===== config.mk =====
export PLATFORM = sky130hd
export DESIGN_NAME = id_number_mod97_validator_core
export DESIGN_NICKNAME = d
export VERILOG_FILES = /design/src/hdl/imv_pkg.sv /design/src/hdl/id_number_mod97_validator_core.sv
export VERILOG_INCLUDE_DIRS = /design/src /design/src/hdl
export SDC_FILE = /design/constraint.sdc
export NUM_CORES = 1
export LEC_CHECK = 0
export BUFFER_PORTS_ARGS = -buffer_cell sky130_fd_sc_hd__buf_2
export CELL_PAD_IN_SITES_DETAIL_PLACEMENT = 1
export CELL_PAD_IN_SITES_GLOBAL_PLACEMENT = 1
export CORE_MARGIN = 1.5
export CORE_UTILIZATION = 29
export DETAILED_ROUTE_END_ITERATION = 16
export HOLD_SLACK_MARGIN = 0.06
export MAX_ROUTING_LAYER = met4
export PLACE_DENSITY_LB_ADDON = 0.08
export SYNTH_ARGS = -nofsm -noshare
export SYNTH_HDL_FRONTEND = slang
export SYNTH_SLANG_ARGS = --single-unit

===== constraint.sdc =====
create_clock -name clk -period 8.3 [get_ports clk]
set_input_delay 1.245 -clock clk [delete_from_list [all_inputs] [get_ports clk]]
set_output_delay 1.245 -clock clk [all_outputs]
set_load 0.01 [all_outputs]

===== src/hdl/id_number_mod97_validator_core_defines.svh =====
// Assertion macros for the ID number mod-97 validator.
`ifndef ID_NUMBER_MOD97_VALIDATOR_CORE_DEFINES_SVH
`define ID_NUMBER_MOD97_VALIDATOR_CORE_DEFINES_SVH

// Same-cycle implication, sampled on clk, off during reset.
`define IMV_ASSERT_IMP(lbl, ante, cons) \
  lbl: assert property (@(posedge clk) disable iff (rst) (ante) |-> (cons)) \
    else $error("imv assertion failed");

// Next-cycle implication, sampled on clk, off during reset.
`define IMV_ASSERT_NXT(lbl, ante, cons) \
  lbl: assert property (@(posedge clk) disable iff (rst) (ante) |=> (cons)) \
    else $error("imv assertion failed");

`endif


===== src/hdl/imv_pkg.sv =====
// Constants, status codes and mod-97 helper for the ID number validator.
`default_nettype none

package imv_pkg;

  localparam int unsigned CharW   = 8;
  localparam int unsigned PosW    = 5;
  localparam int unsigned RemW    = 7;
  localparam int unsigned KeyW    = 7;
  localparam int unsigned StatusW = 4;

  localparam logic [PosW-1:0] PosMax     = 5'd31;
  localparam logic [PosW-1:0] PosMinLen  = 5'd15;
  localparam logic [PosW-1:0] PosKey     = 5'd13;
  localparam logic [RemW-1:0] Modulus    = 7'd97;
  localparam logic [KeyW-1:0] KeyMax     = 7'd127;

  localparam logic [CharW-1:0] ChNul  = 8'h00;
  localparam logic [CharW-1:0] ChZero = 8'h30;
  localparam logic [CharW-1:0] ChOne  = 8'h31;
  localparam logic [CharW-1:0] ChTwo  = 8'h32;
  localparam logic [CharW-1:0] ChNine = 8'h39;

  localparam logic [StatusW-1:0] ST_OK     = 4'd0;
  localparam logic [StatusW-1:0] ST_SHORT  = 4'd1;
  localparam logic [StatusW-1:0] ST_SEX    = 4'd2;
  localparam logic [StatusW-1:0] ST_YEAR   = 4'd3;
  localparam logic [StatusW-1:0] ST_MONTH  = 4'd4;
  localparam logic [StatusW-1:0] ST_DEPT   = 4'd5;
  localparam logic [StatusW-1:0] ST_ORDER  = 4'd6;
  localparam logic [StatusW-1:0] ST_DIGIT  = 4'd7;
  localparam logic [StatusW-1:0] ST_KEY    = 4'd8;

  localparam int unsigned F_SEX   = 0;
  localparam int unsigned F_YEAR  = 1;
  localparam int unsigned F_MONTH = 2;
  localparam int unsigned F_DEPT  = 3;
  localparam int unsigned F_ORDER = 4;
  localparam int unsigned F_DIGIT = 5;
  localparam int unsigned FlagW   = 6;

  localparam logic [1:0] MT_ZERO  = 2'd0;
  localparam logic [1:0] MT_ONE   = 2'd1;
  localparam logic [1:0] MT_OTHER = 2'd2;

  // x mod 97 for x < 1024: reciprocal estimate, then one correction.
  function automatic logic [RemW-1:0] mod97(input logic [9:0] x);
    logic [19:0] prod;
    logic [3:0]  q;
    logic [10:0] qm;
    logic [10:0] r;
    prod = {10'd0, x} * 20'd675;
    q    = prod[19:16];
    qm   = {7'd0, q} * 11'd97;
    r    = {1'b0, x} - qm;
    if (r >= 11'd97) r = r - 11'd97;
    return r[RemW-1:0];
  endfunction

endpackage

`default_nettype wire


===== src/hdl/id_number_mod97_validator_core.sv =====
// A NUL passes the input register, then its verdict the result register.
// Throughput: one character per cycle; a stalled result holds back only a
// NUL waiting in the input register, and with it the characters behind it.
// Reset (rst, synchronous, active high) clears the input stage, the result
// valid and all string state: position, remainder, key value, flags.
`default_nettype none
`include "id_number_mod97_validator_core_defines.svh"

module id_number_mod97_validator_core
  import imv_pkg::*;
(
  input  wire logic               clk,
  input  wire logic               rst,
  input  wire logic               item_valid,
  output logic                    item_stall,
  input  wire logic [CharW-1:0]   character,
  output logic                    result_valid,
  input  wire logic               result_stall,
  output logic                    valid_res,
  output logic [StatusW-1:0]      status,
  output logic [KeyW-1:0]         check_key
);

  logic             in_vld;
  logic [CharW-1:0] in_char;

  logic [PosW-1:0]  position;
  logic [RemW-1:0]  remainder;
  logic [KeyW-1:0]  key_value;
  logic [1:0]       month_tens_class;
  logic [FlagW-1:0] fault_flags;

  logic [PosW-1:0]  position_next;
  logic [RemW-1:0]  remainder_next;
  logic [KeyW-1:0]  key_value_next;
  logic [1:0]       month_tens_class_next;
  logic [FlagW-1:0] fault_flags_next;

  logic             is_nul;
  logic             adv;
  logic             dig;
  logic [3:0]       dval;
  logic [10:0]      key_sum;
  logic [StatusW-1:0] st_calc;
  logic [KeyW-1:0]  exp_calc;

  assign is_nul     = (in_char == ChNul);
  assign adv        = in_vld && (!is_nul || !result_valid || !result_stall);
  assign item_stall = in_vld && !adv;

  assign dig  = (in_char >= ChZero) && (in_char <= ChNine);
  assign dval = dig ? 4'(in_char - ChZero) : 4'd0;
  assign key_sum = {4'd0, key_value} * 11'd10 + {7'd0, dval};
  assign exp_calc = Modulus - remainder;

  always_comb begin
    fault_flags_next      = fault_flags;
    month_tens_class_next = month_tens_class;
    if (position == 5'd0) begin
      if (in_char != ChOne && in_char != ChTwo) fault_flags_next[F_SEX] = 1'b1;
    end else if (position == 5'd1 || position == 5'd2) begin
      if (!dig) fault_flags_next[F_YEAR] = 1'b1;
    end else if (position == 5'd3) begin
      month_tens_class_next = (in_char == ChZero) ? MT_ZERO :
                              (in_char == ChOne)  ? MT_ONE  : MT_OTHER;
    end else if (position == 5'd4) begin
      if (!((month_tens_class == MT_ZERO && in_char >= ChOne && in_char <= ChNine) ||
            (month_tens_class == MT_ONE && in_char >= ChZero && in_char <= ChTwo)))
        fault_flags_next[F_MONTH] = 1'b1;
    end else if (position == 5'd5 || position == 5'd6) begin
      if (!dig) fault_flags_next[F_DEPT] = 1'b1;
    end else if (position >= 5'd10 && position <= PosKey) begin
      if (!dig) fault_flags_next[F_ORDER] = 1'b1;
    end else begin
      if (!dig) fault_flags_next[F_DIGIT] = 1'b1;
    end

    remainder_next = remainder;
    key_value_next = key_value;
    if (position < PosKey) begin
      remainder_next = mod97({3'd0, remainder} * 10'd10 + {6'd0, dval});
    end else begin
      key_value_next = (key_sum > {4'd0, KeyMax}) ? KeyMax : key_sum[KeyW-1:0];
    end

    position_next = (position < PosMax) ? position + 5'd1 : position;
  end

  always_comb begin
    if (position < PosMinLen)             st_calc = ST_SHORT;
    else if (fault_flags[F_SEX])          st_calc = ST_SEX;
    else if (fault_flags[F_YEAR])         st_calc = ST_YEAR;
    else if (fault_flags[F_MONTH])        st_calc = ST_MONTH;
    else if (fault_flags[F_DEPT])         st_calc = ST_DEPT;
    else if (fault_flags[F_ORDER])        st_calc = ST_ORDER;
    else if (fault_flags[F_DIGIT])        st_calc = ST_DIGIT;
    else if (key_value != exp_calc)       st_calc = ST_KEY;
    else                                  st_calc = ST_OK;
  end

  // input register
  always_ff @(posedge clk) begin
    if (rst) begin
      in_vld <= 1'b0;
    end else if (!item_stall) begin
      in_vld <= item_valid;
    end
    if (item_valid && !item_stall) in_char <= character;
  end

  // string state
  always_ff @(posedge clk) begin
    if (rst) begin
      position         <= '0;
      remainder        <= '0;
      key_value        <= '0;
      month_tens_class <= MT_ZERO;
      fault_flags      <= '0;
    end else if (adv) begin
      if (is_nul) begin
        position         <= '0;
        remainder        <= '0;
        key_value        <= '0;
        month_tens_class <= MT_ZERO;
        fault_flags      <= '0;
      end else begin
        position         <= position_next;
        remainder        <= remainder_next;
        key_value        <= key_value_next;
        month_tens_class <= month_tens_class_next;
        fault_flags      <= fault_flags_next;
      end
    end
  end

  // result register
  always_ff @(posedge clk) begin
    if (rst) begin
      result_valid <= 1'b0;
    end else if (adv && is_nul) begin
      result_valid <= 1'b1;
    end else if (!result_stall) begin
      result_valid <= 1'b0;
    end
    if (adv && is_nul) begin
      status       <= st_calc;
      valid_res    <= (st_calc == ST_OK);
      check_key    <= (st_calc == ST_SHORT) ? '0 : exp_calc;
    end
  end

  `IMV_ASSERT_IMP(a_valid_res_ok, result_valid, valid_res == (status == ST_OK))
  `IMV_ASSERT_IMP(a_short_no_key, result_valid && status == ST_SHORT, check_key == '0)
  `IMV_ASSERT_NXT(a_nul_clears, adv && is_nul, position == '0 && fault_flags == '0)
  `IMV_ASSERT_IMP(a_rem_range, 1'b1, remainder < Modulus)

endmodule

`default_nettype wire


==> out/summary.md <==
The worst setup path is launched from a flip-flop. The total number of placement rows was 50; the later-pin clock latency in the skew report was 0.30 ns. The remaining antenna violation count was 0. TritonCTS built the clock tree. Setup repair after global routing could not meet its margin everywhere. The via count of the first global-routing pass was 4940; the register bit count reported by yosys was 49. The number of max-slew violations in the final report is 0. The synthesized netlist occupies a cell area of 0.00560 mm^2.

For the H-tree depth, the log shows 2. The DRC marker count from the first detailed-route iteration was 121. The root buffer cell is clkbuf_16. For the worst setup path, the data required time is 8.54 ns. The tools report the final antenna diode count as 0. Input and output buffers added on the ports amount to 25. The primary flip-flop cell chosen by synthesis mapping is dfxtp_1. After synthesis, flip-flops and latches occupy 21.1% of the total area. The total via count after detailed routing was 4730; the proportion of netlist area held by the largest area contributor was 25.9%. The tools report the global-route usage over all layers as 16.0%.

For the count of unresolved DRC violations after routing, the log shows 0. The first global-routing pass estimated 25000 um of wire. The largest total area in the synthesized netlist belongs to ha_1.

The worst path uses 97.0% of the clock period. The synthesized design contains 20 enable-type register cells. For this design, the sink count on the clock tree is 49. Clock-pin slew was measured on the worst setup and hold paths at 0.07 ns. The most numerous cell type found on the critical path is ha_4. The signed area change from the synthesized netlist to the final layout works out to 27.8%. The final hold violation count was 0; the number of setup violations in the final report was 0. The cts-stage hold buffer count was 0; the fraction of final layout cells sized beyond drive strength 1 was 24.2%.

On the final layout, the worst hold slack is 0.493 ns. In this run the horizontal extent of the chip is 142 um. In the final routed layout, each cell accounts on average for 15.6 um. The remaining max-slew budget at the tightest pin was 25.1%; the number of CTS-inserted buffers was 5.

Using the TritonRoute via totals, the vias-per-cell ratio works out to 4.79. The tools report the overall routed net length as 15400 um. The achievable frequency was 124 MHz; the pin slew with the least headroom to its limit was 1.11 ns. At the worst endpoint, the arrival time is 8.30 ns. The critical path is of the flip-flop to flip-flop type.

Of all nets on the critical path, the largest fanout is 5. In this run the standard cell core region covers 0.0188 mm^2. For the number of antenna violations at the first check in global routing, the log shows 0. The maximum number of pins on one net before global-route repair was 19; the clock period minus worst slack was 8.05 ns. After synthesis, the share of flip-flops with an asynchronous set or reset is 0%. The synthesized instance count was 632.

The library cells used most frequently in the layout, excluding fill and tap cells, are ha_1, inv_1, buf_4, nand2_1, nor2_1. By area the synthesized netlist is led by ha_1, edfxtp_1, dfxtp_1. During I/O placement, the number of pins put on the boundary was 26. The worst setup path is captured at a flip-flop. The library cell used most frequently in the layout, excluding fill and tap cells, is ha_1. The total overflow left after global routing is 0.

The post-route clock skew was 0.0101 ns. The number of detailed-routing iterations run before antenna repair was 4; the stage delay of the slowest cell on the critical path was 0.55 ns. The logs give 29.7% for the effective utilization at floorplan and 0 for the number of maximum-capacitance constraint violations. The chip height was 142 um; the last weighted congestion value of the routability-driven placer was 0.822. The flow ran to the end, and the final reports show no timing, DRC or antenna violations. In the final design database the tool counted 872 nets. The floorplan step defined a die boundary enclosing 0.0201 mm^2. Mean area per synthesized cell: 8.86 um^2. The total number of yosys warnings is 0. The critical path's slowest cell is fa_1. The net count after synthesis came out at 778. In this run the worst hold path is classified as flip-flop to flip-flop. The detailed placer's ending HPWL is 13000 um. No sink is reached through more buffers than the 2 on the longest clock path. In this run, distinct cell masters in the synthesized netlist total 65.
-- routing by layer --
layer | track usage, % | part of all wire, % | vias up | wire (um)
met2 | 30.1 | 54 | 31 | 8330
met5 | - | 0 | - | 0
met1 | 18.8 | 44 | 2287 | 6790
met4 | 2.93 | 0.84 | 0 | 129
met3 | 0.976 | 1.0 | 8 | 160
li1 | - | - | 2404 | -
-- registers in the layout, indices dropped and copies added, names as in the netlist --
name              cells
in_char               8
check_key             7
key_value             7
remainder             7
fault_flags           6
position              5
status                4
month_tens_class      2
in_vld                1
result_valid          1
valid_res             1
-- synth_stat cells (all sizes together), types with 2 or more instances --
master	number
ha	116
a21oi	43
o41ai	2
nor2	43
a211oi	4
and3	3
nand3b	2
and4	2
nand4	12
nand2b	9
xor2	28
fa	18
o31a	2
nor4	8
clkbuf	9
a21bo	2
inv	85
o21a	4
o22ai	2
o211ai	9
mux2i	3
o211a	3
o21ai	23
nor3	17
and2	3
o221ai	2
edfxtp	20
nand3	18
or3	3
nor2b	7
nand2	42
xnor2	25
a21o	10
o21bai	2
a41oi	3
dfxtp	29
-- per-stage QoR --
step	setup TNS (ns)	cells	instance area, um^2	utilization, %	worst slack, ns
global placement	0	965	6450	34.3	0.0336
floorplan	0	632	5610	-	0.0374
finish	0	987	7150	38.0	0.247
CTS	0	977	6710	35.6	0.0114
detailed placement	-0.711	965	6450	34.3	-0.139
global route	-0.796	987	7150	38.0	-0.148
-- path summary, 6_finish.rpt --
kind | cells past startpoint | start | slack [ns] | endpoint
max | 38 | in_char[7] | 0.25 | remainder[5]
min | 2 | fault_flags[1] | 0.49 | fault_flags[1]
max reg2reg | 38 | in_char[7] | 0.25 | remainder[5]
min reg2reg | 2 | fault_flags[1] | 0.49 | fault_flags[1]
-- cell families after synthesis --
kind of cell	Yosys count	share of synthesized area (%)
AOI/OAI and AO/OA	122	14.3
xor gates and xnor gates	53	8.96
and+or+nand+nor	175	16.0
adders and majority gates	134	32.4
buffers and inverters	95	6.46
DFF	49	21.1
muxes	4	0.738
-- layout make-up --
class	instances	area, um^2
repair buffers	96	669
fillers	2181	11700
inverters	86	328
well taps	260	325
multi-input cells	488	4480
flip-flops and latches	49	1180
clock inverters	1	30.0
clock buffers	7	143
-- what timing repair did --
action | in CTS | in global routing
buffers inserted | 4 | 10
gates resized for setup | 11 | 62
pin swaps | 6 | 41
setup endpoints to repair | 7 | 7
-- worst max-delay path, delay by kind of cell, from the launching register on --
family	cells	cell delay, ns
AOI/OAI and AO/OA	6	1.01
xor gates and xnor gates	3	0.58
adders and majority gates	11	3.22
buffers and inverters	6	0.45
DFF	1	0.39
and+or+nand+nor	12	2.32
Power is left out: the tool's default activity adds up to more than one toggle a clock period on the data nets, which glitch-free logic cannot reach.
